[config.mk]
export PLATFORM = sky130hd
export DESIGN_NAME = bitmap_with_extreme_tracking
export DESIGN_NICKNAME = d
export VERILOG_FILES = /design/src/rtl/bwet_pkg.sv /design/src/rtl/bitmap_with_extreme_tracking.sv /design/src/rtl/bwet_store.sv /design/src/rtl/bwet_ctrl.sv
export SDC_FILE = /design/constraint.sdc
export NUM_CORES = 2
export LEC_CHECK = 0
export BUFFER_PORTS_ARGS = -buffer_cell sky130_fd_sc_hd__buf_2
export CAP_MARGIN = 25
export CORE_MARGIN = 2
export CORE_UTILIZATION = 55
export DETAILED_ROUTE_END_ITERATION = 8
export HOLD_SLACK_MARGIN = 0.08
export PLACE_DENSITY = 0.81
export RECOVER_POWER = 100
export SETUP_SLACK_MARGIN = 0.15
export SLEW_MARGIN = 20
export SYNTH_ARGS = -nofsm -noshare
export SYNTH_HDL_FRONTEND = slang
export SYNTH_HIERARCHICAL = 1
export SYNTH_SLANG_ARGS = --single-unit
[constraint.sdc]
create_clock -name clk -period 13.93 [get_ports clk]
set_input_delay 2.786 -clock clk [delete_from_list [all_inputs] [get_ports clk]]
set_output_delay 2.786 -clock clk [all_outputs]
set_load 0.05 [all_outputs]
[src/rtl/bwet_pkg.sv]
// ----------------------------------------------------------------------------
// bwet_pkg
// shared constants, command and status codes, store interface types and
// bit search helpers for the bitmap with extreme tracking
// ----------------------------------------------------------------------------
package bwet_pkg;

	localparam int MAX_BITS = 1024;
	localparam int POS_W    = 10;
	localparam int CNT_W    = 11;
	localparam int BYTE_W   = 8;
	localparam int SEL_W    = 3;
	localparam int ROWS     = MAX_BITS / BYTE_W;
	localparam int ROW_W    = $clog2(ROWS);
	localparam int S_DATA_W = 16;
	localparam int M_DATA_W = 32;

	localparam logic [1:0] CMD_READ  = 2'd0;
	localparam logic [1:0] CMD_SET   = 2'd1;
	localparam logic [1:0] CMD_CLEAR = 2'd2;
	localparam logic [1:0] CMD_WIPE  = 2'd3;

	localparam logic [1:0] STAT_OK      = 2'd0;
	localparam logic [1:0] STAT_WAS_SET = 2'd1;
	localparam logic [1:0] STAT_WAS_CLR = 2'd2;
	localparam logic [1:0] STAT_RANGE   = 2'd3;

	typedef struct packed {
		logic             en;
		logic [ROW_W-1:0] row;
	} store_rd_t;

	typedef struct packed {
		logic              en;
		logic              clr;
		logic [ROW_W-1:0]  row;
		logic [BYTE_W-1:0] data;
	} store_wr_t;

	function automatic logic [SEL_W-1:0] lowest_bit(input logic [BYTE_W-1:0] b);
		logic [SEL_W-1:0] r;
		r = '0;
		for (int i = BYTE_W - 1; i >= 0; i--) begin
			if (b[i]) begin
				r = SEL_W'(i);
			end
		end
		return r;
	endfunction

	function automatic logic [SEL_W-1:0] highest_bit(input logic [BYTE_W-1:0] b);
		logic [SEL_W-1:0] r;
		r = '0;
		for (int i = 0; i < BYTE_W; i++) begin
			if (b[i]) begin
				r = SEL_W'(i);
			end
		end
		return r;
	endfunction

endpackage

[src/rtl/bitmap_with_extreme_tracking.sv]
// ----------------------------------------------------------------------------
// bitmap_with_extreme_tracking
// bitmap of marks with set count and lowest / highest set position tracking
//
//   channel  direction  fields (low bit first)
//   s_*      in         tuser: command[1:0]; tdata: bit_position[9:0]
//   m_*      out        tdata: bit_value, ones_count, lowest_set, highest_set
//                       tuser: status[1:0]
//   cfg_*    in         wr_data: active_bits[10:0]
//
// read, set, clear and map wipe do one memory read, then a write-back where the map changes
// clearing the lowest or highest mark may add an inward scan of mark rows, one row
// per memory read, up to 127 rows, bounded by the single memory read port
// reset and map wipe clear the row valid bits at once, no clearing pass
// one request at a time; a finished result waits in the output register while
// the next request is taken, whose write-back holds until that result leaves
// ----------------------------------------------------------------------------
module bitmap_with_extreme_tracking
	import bwet_pkg::*;
(
	input  logic                clk,
	input  logic                arst_n,
	input  logic                cfg_wr_en,
	input  logic [CNT_W-1:0]    cfg_wr_data,    // active_bits
	input  logic                s_tvalid,
	output logic                s_tready,
	input  logic [S_DATA_W-1:0] s_tdata,        // bit_position
	input  logic [1:0]          s_tuser,        // command
	output logic                m_tvalid,
	input  logic                m_tready,
	output logic [M_DATA_W-1:0] m_tdata,        // bit_value, ones_count, lowest_set, highest_set
	output logic [1:0]          m_tuser         // status
);

	logic [CNT_W-1:0]  active_bits_q;
	logic [CNT_W-1:0]  limit;
	store_rd_t         rd;
	store_wr_t         wr;
	logic [BYTE_W-1:0] rd_byte;
	logic              bit_value;
	logic [CNT_W-1:0]  ones_count;
	logic [POS_W-1:0]  lowest_set, highest_set;

	always_ff @(posedge clk or negedge arst_n) begin
		if (!arst_n) begin
			active_bits_q <= CNT_W'(MAX_BITS);
		end else if (cfg_wr_en) begin
			active_bits_q <= cfg_wr_data;
		end
	end

	assign limit = (active_bits_q > CNT_W'(MAX_BITS)) ? CNT_W'(MAX_BITS) : active_bits_q;

	bwet_store u_store (
		.clk     (clk),
		.arst_n  (arst_n),
		.rd      (rd),
		.wr      (wr),
		.rd_byte (rd_byte)
	);

	bwet_ctrl u_ctrl (
		.clk         (clk),
		.arst_n      (arst_n),
		.limit       (limit),
		.s_tvalid    (s_tvalid),
		.s_tready    (s_tready),
		.s_cmd       (s_tuser),
		.s_pos       (s_tdata[POS_W-1:0]),
		.m_tvalid    (m_tvalid),
		.m_tready    (m_tready),
		.bit_value   (bit_value),
		.ones_count  (ones_count),
		.lowest_set  (lowest_set),
		.highest_set (highest_set),
		.status      (m_tuser),
		.rd          (rd),
		.wr          (wr),
		.rd_byte     (rd_byte)
	);

	assign m_tdata = M_DATA_W'({highest_set, lowest_set, ones_count, bit_value});

endmodule

[src/rtl/bwet_store.sv]
// ----------------------------------------------------------------------------
// bwet_store
// byte-wide mark memory with one registered read port, one write port and
// a valid bit per row so that reset and map wipe clear it at once
// ----------------------------------------------------------------------------
module bwet_store
	import bwet_pkg::*;
(
	input  logic              clk,
	input  logic              arst_n,
	input  store_rd_t         rd,
	input  store_wr_t         wr,
	output logic [BYTE_W-1:0] rd_byte
);

	logic [BYTE_W-1:0] mem [ROWS];
	logic [ROWS-1:0]   row_vld_q;
	logic [BYTE_W-1:0] rd_data_s1;
	logic              rd_vld_s1;

	always_ff @(posedge clk) begin
		if (wr.en) begin
			mem[wr.row] <= wr.data;
		end
	end

	always_ff @(posedge clk) begin
		if (rd.en) begin
			rd_data_s1 <= mem[rd.row];
			rd_vld_s1  <= row_vld_q[rd.row];
		end
	end

	always_ff @(posedge clk or negedge arst_n) begin
		if (!arst_n) begin
			row_vld_q <= '0;
		end else if (wr.clr) begin
			row_vld_q <= '0;
		end else if (wr.en) begin
			row_vld_q[wr.row] <= 1'b1;
		end
	end

	// rows never written since the last wipe read as zero
	assign rd_byte = rd_vld_s1 ? rd_data_s1 : '0;

endmodule

[src/rtl/bwet_ctrl.sv]
// ----------------------------------------------------------------------------
// bwet_ctrl
// command sequencer: read-modify-write of one mark row, count and extreme
// upkeep, inward row scan for a new extreme, and the result register
// ----------------------------------------------------------------------------
module bwet_ctrl
	import bwet_pkg::*;
(
	input  logic              clk,
	input  logic              arst_n,
	input  logic [CNT_W-1:0]  limit,
	input  logic              s_tvalid,
	output logic              s_tready,
	input  logic [1:0]        s_cmd,
	input  logic [POS_W-1:0]  s_pos,
	output logic              m_tvalid,
	input  logic              m_tready,
	output logic              bit_value,
	output logic [CNT_W-1:0]  ones_count,
	output logic [POS_W-1:0]  lowest_set,
	output logic [POS_W-1:0]  highest_set,
	output logic [1:0]        status,
	output store_rd_t         rd,
	output store_wr_t         wr,
	input  logic [BYTE_W-1:0] rd_byte
);

	localparam logic [1:0] S_IDLE = 2'd0;
	localparam logic [1:0] S_RMW  = 2'd1;
	localparam logic [1:0] S_SCAN = 2'd2;

	logic [1:0]       state_q, state_d;
	logic [1:0]       cmd_s1;
	logic [POS_W-1:0] pos_s1;
	logic [CNT_W-1:0] count_q, count_d;
	logic [POS_W-1:0] low_q, low_d, high_q, high_d;
	logic [ROW_W-1:0] scan_row_q, scan_row_d;
	logic             scan_up_q, scan_up_d;

	logic              m_valid_q;
	logic              res_bit_q;
	logic [CNT_W-1:0]  res_cnt_q;
	logic [POS_W-1:0]  res_low_q, res_high_q;
	logic [1:0]        res_stat_q;

	logic              emit, res_bit;
	logic [1:0]        res_stat;
	logic              out_free, oor, cur;
	logic [ROW_W-1:0]  row_s1;
	logic [SEL_W-1:0]  sel;
	logic [BYTE_W-1:0] bit_mask, below, set_byte, clr_byte, up_bits, down_bits;
	logic [POS_W-1:0]  other, found;

	assign out_free  = !m_valid_q || m_tready;
	assign s_tready  = (state_q == S_IDLE);
	assign row_s1    = ROW_W'(pos_s1 >> SEL_W);
	assign sel       = pos_s1[SEL_W-1:0];
	assign bit_mask  = BYTE_W'(1) << sel;
	assign below     = bit_mask - BYTE_W'(1);
	assign cur       = |(rd_byte & bit_mask);
	assign set_byte  = rd_byte | bit_mask;
	assign clr_byte  = rd_byte & ~bit_mask;
	assign up_bits   = clr_byte & ~below;
	assign down_bits = clr_byte & below;
	assign oor       = CNT_W'(pos_s1) >= limit;
	assign other     = (pos_s1 == low_q) ? high_q : low_q;
	assign found     = POS_W'({scan_row_q,
		scan_up_q ? lowest_bit(rd_byte) : highest_bit(rd_byte)});

	always_comb begin
		state_d    = state_q;
		count_d    = count_q;
		low_d      = low_q;
		high_d     = high_q;
		scan_row_d = scan_row_q;
		scan_up_d  = scan_up_q;
		emit       = 1'b0;
		res_bit    = 1'b0;
		res_stat   = STAT_OK;
		rd         = '0;
		wr         = '0;
		wr.row     = row_s1;

		unique case (state_q)
			S_IDLE: begin
				if (s_tvalid) begin
					rd.en   = 1'b1;
					rd.row  = ROW_W'(s_pos >> SEL_W);
					state_d = S_RMW;
				end
			end
			S_RMW: begin
				if (out_free) begin
					emit = 1'b1;
					if (cmd_s1 == CMD_WIPE) begin
						wr.clr  = 1'b1;
						count_d = '0;
						low_d   = '0;
						high_d  = '0;
					end else if (oor) begin
						res_stat = STAT_RANGE;
					end else begin
						case (cmd_s1)
							CMD_READ: begin
								res_bit = cur;
							end
							CMD_SET: begin
								res_bit = 1'b1;
								if (cur) begin
									res_stat = STAT_WAS_SET;
								end else begin
									wr.en   = 1'b1;
									wr.data = set_byte;
									count_d = count_q + CNT_W'(1);
									if (count_q == '0) begin
										low_d  = pos_s1;
										high_d = pos_s1;
									end else begin
										low_d  = (pos_s1 < low_q) ? pos_s1 : low_q;
										high_d = (pos_s1 > high_q) ? pos_s1 : high_q;
									end
								end
							end
							default: begin
								if (!cur) begin
									res_stat = STAT_WAS_CLR;
								end else begin
									wr.en   = 1'b1;
									wr.data = clr_byte;
									count_d = count_q - CNT_W'(1);
									if (count_q == CNT_W'(1)) begin
										low_d  = '0;
										high_d = '0;
									end else if (count_q == CNT_W'(2)) begin
										low_d  = other;
										high_d = other;
									end else if (pos_s1 == low_q) begin
										if (up_bits != '0) begin
											low_d = POS_W'({row_s1, lowest_bit(up_bits)});
										end else begin
											emit       = 1'b0;
											rd.en      = 1'b1;
											rd.row     = row_s1 + ROW_W'(1);
											scan_row_d = row_s1 + ROW_W'(1);
											scan_up_d  = 1'b1;
										end
									end else if (pos_s1 == high_q) begin
										if (down_bits != '0) begin
											high_d = POS_W'({row_s1, highest_bit(down_bits)});
										end else begin
											emit       = 1'b0;
											rd.en      = 1'b1;
											rd.row     = row_s1 - ROW_W'(1);
											scan_row_d = row_s1 - ROW_W'(1);
											scan_up_d  = 1'b0;
										end
									end
								end
							end
						endcase
					end
					state_d = emit ? S_IDLE : S_SCAN;
				end
			end
			S_SCAN: begin
				if (rd_byte != '0) begin
					if (out_free) begin
						emit = 1'b1;
						if (scan_up_q) begin
							low_d = found;
						end else begin
							high_d = found;
						end
						state_d = S_IDLE;
					end
				end else begin
					rd.en      = 1'b1;
					rd.row     = scan_up_q ? scan_row_q + ROW_W'(1) : scan_row_q - ROW_W'(1);
					scan_row_d = rd.row;
				end
			end
			default: begin
				state_d = S_IDLE;
			end
		endcase
	end

	always_ff @(posedge clk or negedge arst_n) begin
		if (!arst_n) begin
			state_q   <= S_IDLE;
			count_q   <= '0;
			low_q     <= '0;
			high_q    <= '0;
			m_valid_q <= 1'b0;
		end else begin
			state_q <= state_d;
			count_q <= count_d;
			low_q   <= low_d;
			high_q  <= high_d;
			if (emit) begin
				m_valid_q <= 1'b1;
			end else if (m_tready) begin
				m_valid_q <= 1'b0;
			end
		end
	end

	always_ff @(posedge clk) begin
		scan_row_q <= scan_row_d;
		scan_up_q  <= scan_up_d;
		if (s_tvalid && s_tready) begin
			cmd_s1 <= s_cmd;
			pos_s1 <= s_pos;
		end
		if (emit) begin
			res_bit_q  <= res_bit;
			res_cnt_q  <= count_d;
			res_low_q  <= low_d;
			res_high_q <= high_d;
			res_stat_q <= res_stat;
		end
	end

	assign m_tvalid    = m_valid_q;
	assign bit_value   = res_bit_q;
	assign ones_count  = res_cnt_q;
	assign lowest_set  = res_low_q;
	assign highest_set = res_high_q;
	assign status      = res_stat_q;

	a_empty_marks: assert property (@(posedge clk) disable iff (!arst_n)
		(count_q == '0) |-> (low_q == '0 && high_q == '0))
		else $error("marks not zero with empty map");

	a_mark_order: assert property (@(posedge clk) disable iff (!arst_n)
		low_q <= high_q)
		else $error("lowest mark above highest mark");

	a_scan_up_bound: assert property (@(posedge clk) disable iff (!arst_n)
		(state_q == S_SCAN && scan_up_q) |-> (scan_row_q <= ROW_W'(high_q >> SEL_W)))
		else $error("upward scan passed the highest mark");

	a_scan_down_bound: assert property (@(posedge clk) disable iff (!arst_n)
		(state_q == S_SCAN && !scan_up_q) |-> (scan_row_q >= ROW_W'(low_q >> SEL_W)))
		else $error("downward scan passed the lowest mark");

endmodule
==> impl_metrics.py <==
metrics = {
    "min_path": {
        "min_to": "active_bits_q[1]",
        "min_path_cells": 1,
        "hold_start": "active_bits_q[1]",
        "hold_path.class": "flip-flop to flip-flop",
    },
    "sta": {
        "report.final.slew_viol_count": 1273,
        "tightest_slew_ps": 5050,
        "fmax_mhz": 92.1,
        "hold_viol": 0,
        "min_period_over_period": 0.779,
        "tns_ps": 0,
        "period_minus_slack_ps": 10860,
        "grt_setup_unrepaired": "false",
        "fin_ws_ps": 3070,
        "slew_headroom": -2.36,
        "clock-skew-final_ps": 51.8,
        "setup_violations": 0,
        "fin_hold_ws_ps": 486,
    },
    "grt": {
        "grt_use_total": 0.280,
        "grt_first_pass_wirelength_um": 203000,
        "gr-total-overflow": 0,
        "antenna_found_initial": 5,
        "first_global_vias": 30200,
        "grt_start_max_net_pins": 167,
    },
    "setup_path": {
        "max_stage_delay_ps": 1770,
        "cp_data_required_time_ps": 14360,
        "r2r_end": "u_store/rd_data_s1[4]",
        "path_cells": "inv_1 -> ha_1 -> nand2_1 -> or3_1 -> clkbuf_1 -> inv_1 -> nor4_1 -> nand3_1 -> a21o_1 -> nor3_1 -> a221oi_1 -> nor2_4 -> clkbuf_1 -> buf_4 -> buf_16 -> mux4_2 -> mux4_2 -> mux4_2 -> mux2_1",
        "critPathKind": "flip-flop to flip-flop",
        "reg2reg_slack_ps": 3070,
        "cp_max_fo": 31,
        "cp-end-kind": "flip-flop",
        "cp-start-kind": "flip-flop",
        "timing.rr.start": "u_ctrl/pos_s1[0]",
        "cp.arrival_ps": 11290,
        "crit_path_frequent_cell": "mux4_2",
        "slowest_stage": "clkbuf_1",
        "reg2reg_depth": 19,
    },
    "yosys": {
        "netlist_instances": 2972,
        "async_flop_share": 0.137,
        "synth_edf_count": 1087,
        "synth_fa_ha_area_frac": 0.0110,
        "syn_nets": 3052,
        "synth-xor-area-share": 0.00381,
        "synth-simple-area-share": 0.0603,
        "synth_compound_area_frac": 0.0363,
        "synth.area.top_cells": "edfxtp_1 (62%), mux4_2 (16%), dfrtp_1 (8.1%), nor2_1 (3.2%), ha_1 (1.1%)",
        "yosysWarnings": 6,
        "synth.largest_area_cell": "edfxtp_1",
        "syn_area_um2": 52800,
        "synth_cell_types": 87,
        "synth.mux.area_fraction": 0.168,
        "seq_area_frac_synth": 0.700,
        "ys_seq_elements": 1260,
        "synth_top_family_by_area": "multiplexers",
        "yosysTopAreaCellShare": 0.618,
        "synth_ff_type": "edfxtp_1",
        "syn_avg_cell_area_um2": 17.8,
    },
    "floorplanning": {
        "io-pin-count": 70,
        "rows": 113,
        "die_height_um": 314,
        "die_w_um": 314,
        "initial_core_util": 0.555,
        "die_area_um2": 98600,
        "core_um2": 95200,
    },
    "drt": {
        "wl_per_cell_um": 31.5,
        "drc": 0,
        "vias": 30000,
        "drt_iter0_drc": 4614,
        "detail-route-antenna-nets": 0,
        "drt-total-wl_um": 139000,
        "first_pass_iters": 6,
        "via_per_inst": 6.82,
    },
    "clock_tree": {
        "cts.sinks": 1260,
        "ctsHoldBuffers": 0,
        "clk_pin_slew_ps": 60,
        "worstSkewPairLatency_ps": 740,
        "cts-buffers-inserted": 117,
        "cts_post_setup_buffers_inserted": 0,
        "cts_root_buf": "clkbuf_16",
        "cts_resized": 0,
        "cts_max_level": 3,
        "cts_tree": "built",
        "cts_buffer_depth": 3,
    },
    "pwr": {
        "internal-power_w": 0.00685,
        "p_sw_frac": 0.283,
        "pwr-share-seq": 0.456,
        "switchingPower_w": 0.00271,
        "irDropWorstVdd_mv": 0.111,
        "p_leak_nw": 20.2,
        "power_density_nw_per_um2": 163,
        "power_frac_clock": 0.358,
        "power.share.combinational": 0.187,
    },
    "finish": {
        "drive_gt1_frac": 0.209,
        "layout_common_cells": "edfxtp_1 (1087), nor2_1 (440), mux4_2 (378)",
        "layout_commonest_cell": "edfxtp_1",
        "fillerInstances": 6316,
        "final_nets": 3112,
        "fin_util": 0.614,
        "area_growth_pct": 10.7,
    },
    "outcome": {
        "status": "complete, but fails checks",
        "violations": "max-capacitance violations, max-slew violations",
    },
    "placement": {
        "post-place-ws_ps": 4480,
        "gp_congestion": 0.953,
        "port_buffers": 63,
        "dp_hpwl_um": 78100,
    },
    "flow_run": {
        "maxCapViolCount": 27,
    },
}
-- sequential cells by signal, summed over array words and instances, names as in the netlist, 2 cells and up --
| signal | flops |
|---|---|
| u_store/mem | 1024 |
| u_ctrl/count_q | 11 |
| u_ctrl/pos_s1 | 10 |
| u_ctrl/ones_count | 11 |
| u_ctrl/state_q | 2 |
| u_ctrl/highest_set | 10 |
| u_ctrl/status | 2 |
| u_ctrl/high_q | 10 |
| u_store/rd_data_s1 | 8 |
| u_store/row_vld_q | 128 |
| u_ctrl/cmd_s1 | 2 |
| u_ctrl/low_q | 10 |
| u_ctrl/lowest_set | 10 |
| u_ctrl/scan_row_q | 7 |
| active_bits_q | 11 |
-- cells in the mapped netlist (16+ instances only) --
master    count
a21oi_1      76
buf_1        17
buf_2        34
clkbuf_1    117
dfrtp_1     172
edfxtp_1   1087
ha_1         45
inv_1        58
mux4_2      378
nand2_1      79
nand3_1      25
nand4_1      18
nor2_1      444
nor2b_1      23
nor3_1       16
o21ai_0      53
xnor2_1      18
-- layer usage --
metal / wire (µm) / global-route usage / up-vias
li1: - / - / 11900
met1: 48200 / 0.367 / 15400
met2: 68400 / 0.460 / 2228
met3: 14900 / 0.0594 / 434
met4: 7060 / 0.121 / 8
met5: 55 / 0 / -
-- worst max path at each step --
stage,slack [ps],cells past startpoint,start,end
after floorplan,3660,6,m_tready,u_store/mem[0][1]
after global placement,4560,15,m_tready,u_store/rd_data_s1[4]
after global routing,2530,19,u_ctrl/pos_s1[0],u_store/rd_data_s1[4]
final,3070,19,u_ctrl/pos_s1[0],u_store/rd_data_s1[4]
after detailed placement,4480,15,m_tready,u_store/rd_data_s1[4]
after CTS,5160,15,m_tready,u_store/rd_data_s1[4]
-- layout make-up --
class / instances / area (µm²) / area share
flip-flops and latches: 1260 / 37000 / 0.632
clock inverters: 58 / 815 / 0.0139
diodes: 1 / 2.50 / 0.0000428
multi-input cells: 1464 / 14800 / 0.254
repair buffers: 130 / 717 / 0.0123
well taps: 1265 / 1580 / 0.0271
inverters: 59 / 221 / 0.00379
clock buffers: 166 / 3330 / 0.0570
-- worst max-delay path: cells and delay by family (launching register included) --
kind            cells  cell delay, ps
buf+inv             6            4630
flops               1             880
fa+ha+maj           1             420
mux                 4            2020
compound gates      2             510
simple gates        6            2010
-- power by group through the flow --
stage          Clock, W  Sequential, W  Combinational [W]
2_1_floorplan         0        0.00454            0.00110
3_3_place_gp          0        0.00441            0.00172
3_5_place_dp          0        0.00442            0.00175
4_1_cts         0.00344        0.00434            0.00177
5_1_grt         0.00358        0.00436            0.00187
6_report        0.00342        0.00435            0.00178
-- metrics by stage --
| stage | cells | area (µm²) | total power [W] |
|---|---|---|---|
| 2_1_floorplan | 2972 | 52800 | 0.00564 |
| 3_3_place_gp | 4166 | 54500 | 0.00613 |
| 3_5_place_dp | 4166 | 54500 | 0.00616 |
| 4_1_cts | 4390 | 58600 | 0.00955 |
| 5_1_grt | 4402 | 58500 | 0.00981 |
| 6_report | 4403 | 58500 | 0.00955 |
-- cell families (layout without fill, tap and decap cells) --
group           count (synthesis)  in the layout
flops                        1260           1260
simple gates                  700            700
mux                           410            410
compound gates                285            285
buf+inv                       248            413
fa+ha+maj                      46             46
xor+xnor                       23             23
other cells                     0              1
Note: power is estimated with default switching activity, not from simulation.
